File: src/rtl/clst_pkg.sv
`default_nettype none
// ----------------------------------------------------------------------------
// clst_pkg
// Types and constants shared by the call latency statistics table.
// ----------------------------------------------------------------------------
package clst_pkg;

    localparam int CNT_W = 7;

    localparam logic [2:0] OP_RECORD_OK  = 3'd0;
    localparam logic [2:0] OP_RECORD_ERR = 3'd1;
    localparam logic [2:0] OP_READ_ONE   = 3'd2;
    localparam logic [2:0] OP_READ_ALL   = 3'd3;
    localparam logic [2:0] OP_CLEAR_ONE  = 3'd4;
    localparam logic [2:0] OP_CLEAR_ALL  = 3'd5;

    localparam logic STS_OK        = 1'b0;
    localparam logic STS_BAD_INDEX = 1'b1;

    typedef enum logic [1:0] {
        K_NONE,
        K_BLANK,
        K_RMW,
        K_WALK
    } t_kind;

    typedef struct packed {
        logic [63:0]        call_count;
        logic [63:0]        fail_count;
        logic [63:0]        time_sum;
        logic [63:0]        time_max;
        logic [63:0]        time_min;
        logic signed [31:0] fail_code;
        logic [62:0]        fail_time;
    } t_entry;

    typedef struct packed {
        logic load;
        logic update;
        logic step;
    } t_cmd;

    typedef struct packed {
        t_kind kind;
        logic  walk_last;
    } t_sts;

endpackage
`default_nettype wire

File: src/rtl/clst_ctrl.sv
`default_nettype none
// ----------------------------------------------------------------------------
// clst_ctrl
// Sequencer: accepts items and steps the datapath through an entry update
// or a walk over the table.
// ----------------------------------------------------------------------------
module clst_ctrl (
    input  wire logic            i_clk,
    input  wire logic            i_rst_n,
    input  wire logic            start,
    output logic                 busy,
    input  wire clst_pkg::t_sts  i_sts,
    output clst_pkg::t_cmd       o_cmd
);

    typedef enum logic [1:0] {
        S_IDLE,
        S_UPDATE,
        S_WALK
    } t_state;

    t_state r_state;
    logic   r_busy;

    always_comb begin
        o_cmd        = '0;
        o_cmd.load   = (r_state == S_IDLE) && start;
        o_cmd.update = (r_state == S_UPDATE);
        o_cmd.step   = (r_state == S_WALK);
    end

    assign busy = r_busy;

    always_ff @(posedge i_clk) begin
        if (!i_rst_n) begin
            r_state <= S_IDLE;
            r_busy  <= 1'b0;
        end else begin
            case (r_state)
                S_IDLE: begin
                    if (start) begin
                        case (i_sts.kind)
                            clst_pkg::K_RMW: begin
                                r_state <= S_UPDATE;
                                r_busy  <= 1'b1;
                            end
                            clst_pkg::K_WALK: begin
                                r_state <= S_WALK;
                                r_busy  <= 1'b1;
                            end
                            default: begin
                                r_state <= S_IDLE;
                                r_busy  <= 1'b0;
                            end
                        endcase
                    end
                end
                S_UPDATE: begin
                    r_state <= S_IDLE;
                    r_busy  <= 1'b0;
                end
                S_WALK: begin
                    if (i_sts.walk_last) begin
                        r_state <= S_IDLE;
                        r_busy  <= 1'b0;
                    end
                end
                default: begin
                    r_state <= S_IDLE;
                    r_busy  <= 1'b0;
                end
            endcase
        end
    end

endmodule
`default_nettype wire

File: config.mk
export PLATFORM = sky130hd
export DESIGN_NAME = clst_ctrl
export DESIGN_NICKNAME = d
export VERILOG_FILES = /design/src/rtl/clst_pkg.sv /design/src/rtl/clst_ctrl.sv
export SDC_FILE = /design/constraint.sdc
export NUM_CORES = 1
export LEC_CHECK = 0
export ABC_AREA = 1
export BUFFER_PORTS_ARGS = -buffer_cell sky130_fd_sc_hd__buf_4
export CAP_MARGIN = 15
export CORE_AREA = 2 2 39 41
export DETAILED_ROUTE_END_ITERATION = 16
export DIE_AREA = 0 0 41 43
export GPL_TIMING_DRIVEN = 0
export HOLD_SLACK_MARGIN = 0.08
export MAX_ROUTING_LAYER = met4
export PLACE_DENSITY = 0.37
export SYNTH_ARGS = -nofsm -noshare
export SYNTH_HDL_FRONTEND = slang
export SYNTH_SLANG_ARGS = --single-unit
File: constraint.sdc
create_clock -name i_clk -period 0.8 [get_ports i_clk]
set_input_delay 0.16 -clock i_clk [delete_from_list [all_inputs] [get_ports i_clk]]
set_output_delay 0.16 -clock i_clk [all_outputs]
set_load 0.01 [all_outputs]
# Word level (Yosys, flattened, before mapping)
# Cells that the tools add are included.
[classes]
mul = 0
shift = 0
add_sub_neg = 0
div_mod_pow = 0
eq_ne = 6
mux = 8
bitwise = 0
n_reduce_logical = 4
n_lt_le_gt_ge = 0
[op_table]
columns = ["op", "count"]
rows = [
  ["2-bit one-hot mux with 2 select lines", 2],
  ["2-bit == test, second input constant", 3],
  ["2-bit 2-to-1 mux", 2],
  ["2-bit != test, second input constant", 2],
  ["1-bit 2-to-1 mux", 3],
  ["2-bit by 1-bit == test with 1-bit output, second input constant", 1],
  ["2-bit zero test", 1],
  ["1-bit one-hot mux with 2 select lines", 1],
  ["2-bit AND reduction", 1],
  ["2-bit OR reduction", 1],
  ["1-bit logical AND", 1],
]
[word_totals]
inputBits = 6
register_bits = 3
wordCells = 20
n_memories = 0
mem_bits_rw = 0
latchBits = 0
mem_bits_ro = 0
out_inout_bits = 4

# Depth between registers and ports, before layout
[depth]
word_depth = 5
ltp_mapped = 5
mapped_depth_nobuf = 5

# Worst setup path after synthesis
# Ideal clock, no wire load.
[synth_timing]
path_kind = "register to register"
from = "register r_state[0]"
to = "register r_busy, in the netlist busy"
required_time_ps = 730
n_path_buf = 0
path_slack_ps = -81
period_less_slack_ps = 881
stages_incl_launch_ff = 4
setup_ps = 70
t_arrival_ps = 811
path_cell_list = "dfxtp_1 nor3_2 nand2_1 a21oi_1"
[synth_between]
elab_chain_len = 3
elab_cells_between_ends = 6
classes_between = "3 x eq/ne; 1 x mux; 2 x reduce/logical"
[synth_lines]
columns = ["item", "line", "rtl"]
rows = [
  ["start: declaration", "clst_ctrl.sv:22", "t_state r_state;"],
  ["start signal: assignment", "clst_ctrl.sv:36", "r_state <= S_IDLE;"],
  ["start signal: assignment", "clst_ctrl.sv:44", "r_state <= S_UPDATE;"],
  ["start signal: assignment", "clst_ctrl.sv:48", "r_state <= S_WALK;"],
  ["2-bit == test / 2-bit zero test (equally long branches)", "clst_ctrl.sv:39", "case (r_state)"],
  ["2-bit != test (no line)", "--", ""],
  ["2-bit AND reduction (no line)", "--", ""],
  ["end signal: assignment", "clst_ctrl.sv:37", "r_busy <= 1'b0;"],
  ["end signal: assignment", "clst_ctrl.sv:45", "r_busy <= 1'b1;"],
  ["end signal: assignment", "clst_ctrl.sv:49", "r_busy <= 1'b1;"],
  ["end: declaration", "clst_ctrl.sv:23", "logic r_busy;"],
]
# Parallel ways exist; a longest one is shown, timed or not.
# A chain may end at the register's enable or synchronous reset.

==> impl_metrics.tcl <==
set metrics [dict create \
    status "finished, violations left" \
    violations "setup timing" \
    worst-setup-path-type "register to primary output" \
    vias 166 \
    power_uw 499 \
    slowest_delay_ns 0.33 \
    hold_ws_ns 0.0980 \
    tightest_slew_ns 0.162 \
    drv_slew 0 \
    rsz0062_at_grt "true" \
    syn-num-nets 27 \
    grt_pass1_wl_um 538 \
    relSlewSlack_pct 89.2 \
    synth_top_cell_area_share_pct 42.5 \
    synthCells 21 \
    cp_slowest_cell "dfxtp_2" \
    floorplan.core_area_sq_mm 0.00138 \
    syn_to_final_growth_pct 98.2 \
    crit_required_ns 0.64 \
    final_util_pct 20.3 \
    fin_crit_sh_pct 129 \
    final_area_sq_um 280 \
    clk_latency_ns 0.23 \
    io-pin-count 10 \
    grt_use_total_pct 5.55 \
    vdd_drop_max_mv 0.666 \
    synthTopCellsByArea "dfxtp_1 (42%), inv_1 (13%), nand2_1 (11%), nor2_1 (8.0%), a21oi_1 (7.1%)" \
    layoutNonFillerInstCount 50 \
    crit_chain "nor3_4 > buf_6" \
    yosysUniqueCellTypes 9 \
    drt_iter0_markers 5 \
    setup_viol 6 \
    first_pass_iters 2 \
    path_clk_slew_ns 0.04 \
    cp_max_fo 4 \
    skew_ns 0.0000416 \
    holdCritPathClass "primary input to register" \
    arrival_ns 0.87 \
    die-height_um 43 \
    nNetsFinal 41 \
    hold_buffers 0 \
    clockRootBuffer "clkbuf_4" \
    cts_sinks 3 \
    hold_violations 0 \
    place.gp.congestion 0.667 \
    antenna_found_initial 0 \
    routed_wl_um 351 \
    antenna_left 0 \
    wl_per_cell_um 7.02 \
    layout_setup_ws_ns -0.235 \
    cts_tree "yes" \
    place_inst 46 \
    power_density_mw_per_mm2 1780 \
    r2r_setup_slack_ns -0.04 \
    chipWidth_um 41 \
    port_buffers 9 \
    p_leak_uw 0.000134 \
    maxCapViolCount 0 \
    grt_max_degree 6 \
    synth_warnings 0 \
    clockBufferDepth 2 \
    ys_seq_area_share_pct 42.5 \
    start_util_pct 10.2 \
    cts_setup_buffers 0 \
    max_freq_mhz 967 \
    dpl_cell_area_sq_um 236 \
    gr-total-overflow 0 \
    cts_made_buffers 3 \
    rows 14 \
    worst_setup_path_end_kind "primary output" \
    dieArea_sq_mm 0.00176 \
    yosys.area.top_type "dfxtp_1" \
    drc 0 \
    final_layout_size_suffix_gt1_share_pct 52.9 \
    htree_levels 1 \
    grt_pass1_vias 150 \
    via_per_inst 3.32 \
    period_needed_ns 1.03 \
    synth-seq-cells 3 \
    diodes 0 \
    netlist_area_sq_um 141 \
    critPathLaunchType "register" \
    syn_area_per_cell_sq_um 6.73 \
    dpl.hpwl_um 289 \
]
## layer usage
metal / vias up / track usage [%] / wire (um)
li1: 93 / - / -
met4: 0 / 6.00 / 0
met1: 68 / 3.85 / 149
met5: - / - / 0
met3: 0 / 6.28 / 30
met2: 5 / 6.56 / 170
## synth_stat cells
master	number
nor2_1	3
a21oi_1	2
nand4_1	1
inv_1	5
nand2_1	4
nor3_2	1
nor3_1	1
dfxtp_1	3
nand3_1	1
## worst max-delay path, delay by kind of cell, from the launching register on
kind / cells / cell delay [ns]
buf+inv: 1 / 0.13
simple gates: 1 / 0.19
flops: 1 / 0.33
## where the power goes
group          leakage [uW]  internal [uW]  switching, uW
combinational     0.0000929           44.5           32.1
sequential        0.0000261            156           7.64
clock             0.0000150            187           72.6
total              0.000134            387            112
## stage by stage
stage	worst slack [ns]	setup TNS, ns
5_1_grt	-0.291	-1.22
6_report	-0.235	-0.721
3_5_place_dp	-0.0619	-0.141
2_1_floorplan	-0.00661	-0.00661
3_3_place_gp	-0.0796	-0.187
4_1_cts	-0.257	-0.846
## state kept, by name (all words and copies together), names as in the netlist
register,cells
busy,1
r_state,2
## cells by family after synthesis
group           synth area share, %
simple gates                   37.2
buf+inv                        13.3
flops                          42.5
compound gates                 7.08
## repair_timing
item / in CTS / in global routing
pin swaps: 2 / 0
endpoints found under the setup margin: 6 / 7
gates resized for setup: 6 / 1
## final cells by class
class                      count  area [sq um]
fill                         165          1100
timing repair buffer           9          75.1
multi-input combinational     13          73.8
sequential                     3          66.3
clock buffer                   4          26.3
tap                           16          20.0
inverter                       5          18.8
## placed cells by master, fill, tap and decap left out
| cell | n |
|---|---|
| inv_2 | 1 |
| inv_1 | 4 |
| nor3_4 | 1 |
| buf_6 | 2 |
| nor3_2 | 1 |
| clkbuf_1 | 1 |
| a21oi_1 | 2 |
| nand4_1 | 1 |
| nor2_1 | 3 |
| clkbuf_4 | 3 |
| dfxtp_4 | 1 |
| nand2_1 | 4 |
| nand3_1 | 1 |
| dfxtp_2 | 2 |
| buf_4 | 7 |
## path summary, 6_finish.rpt
check | startpoint | endpoint | cells past startpoint
setup / recovery | r_state[0]$_SDFFE_PN0P_ | o_cmd[2] | 2
hold / removal | i_sts[1] | r_state[0]$_SDFFE_PN0P_ | 2
setup reg to reg | r_state[1]$_SDFFE_PN0P_ | busy$_SDFFE_PN0P_ | 5
hold reg to reg | busy$_SDFFE_PN0P_ | busy$_SDFFE_PN0P_ | 2
(Power assumes the default switching activity.)
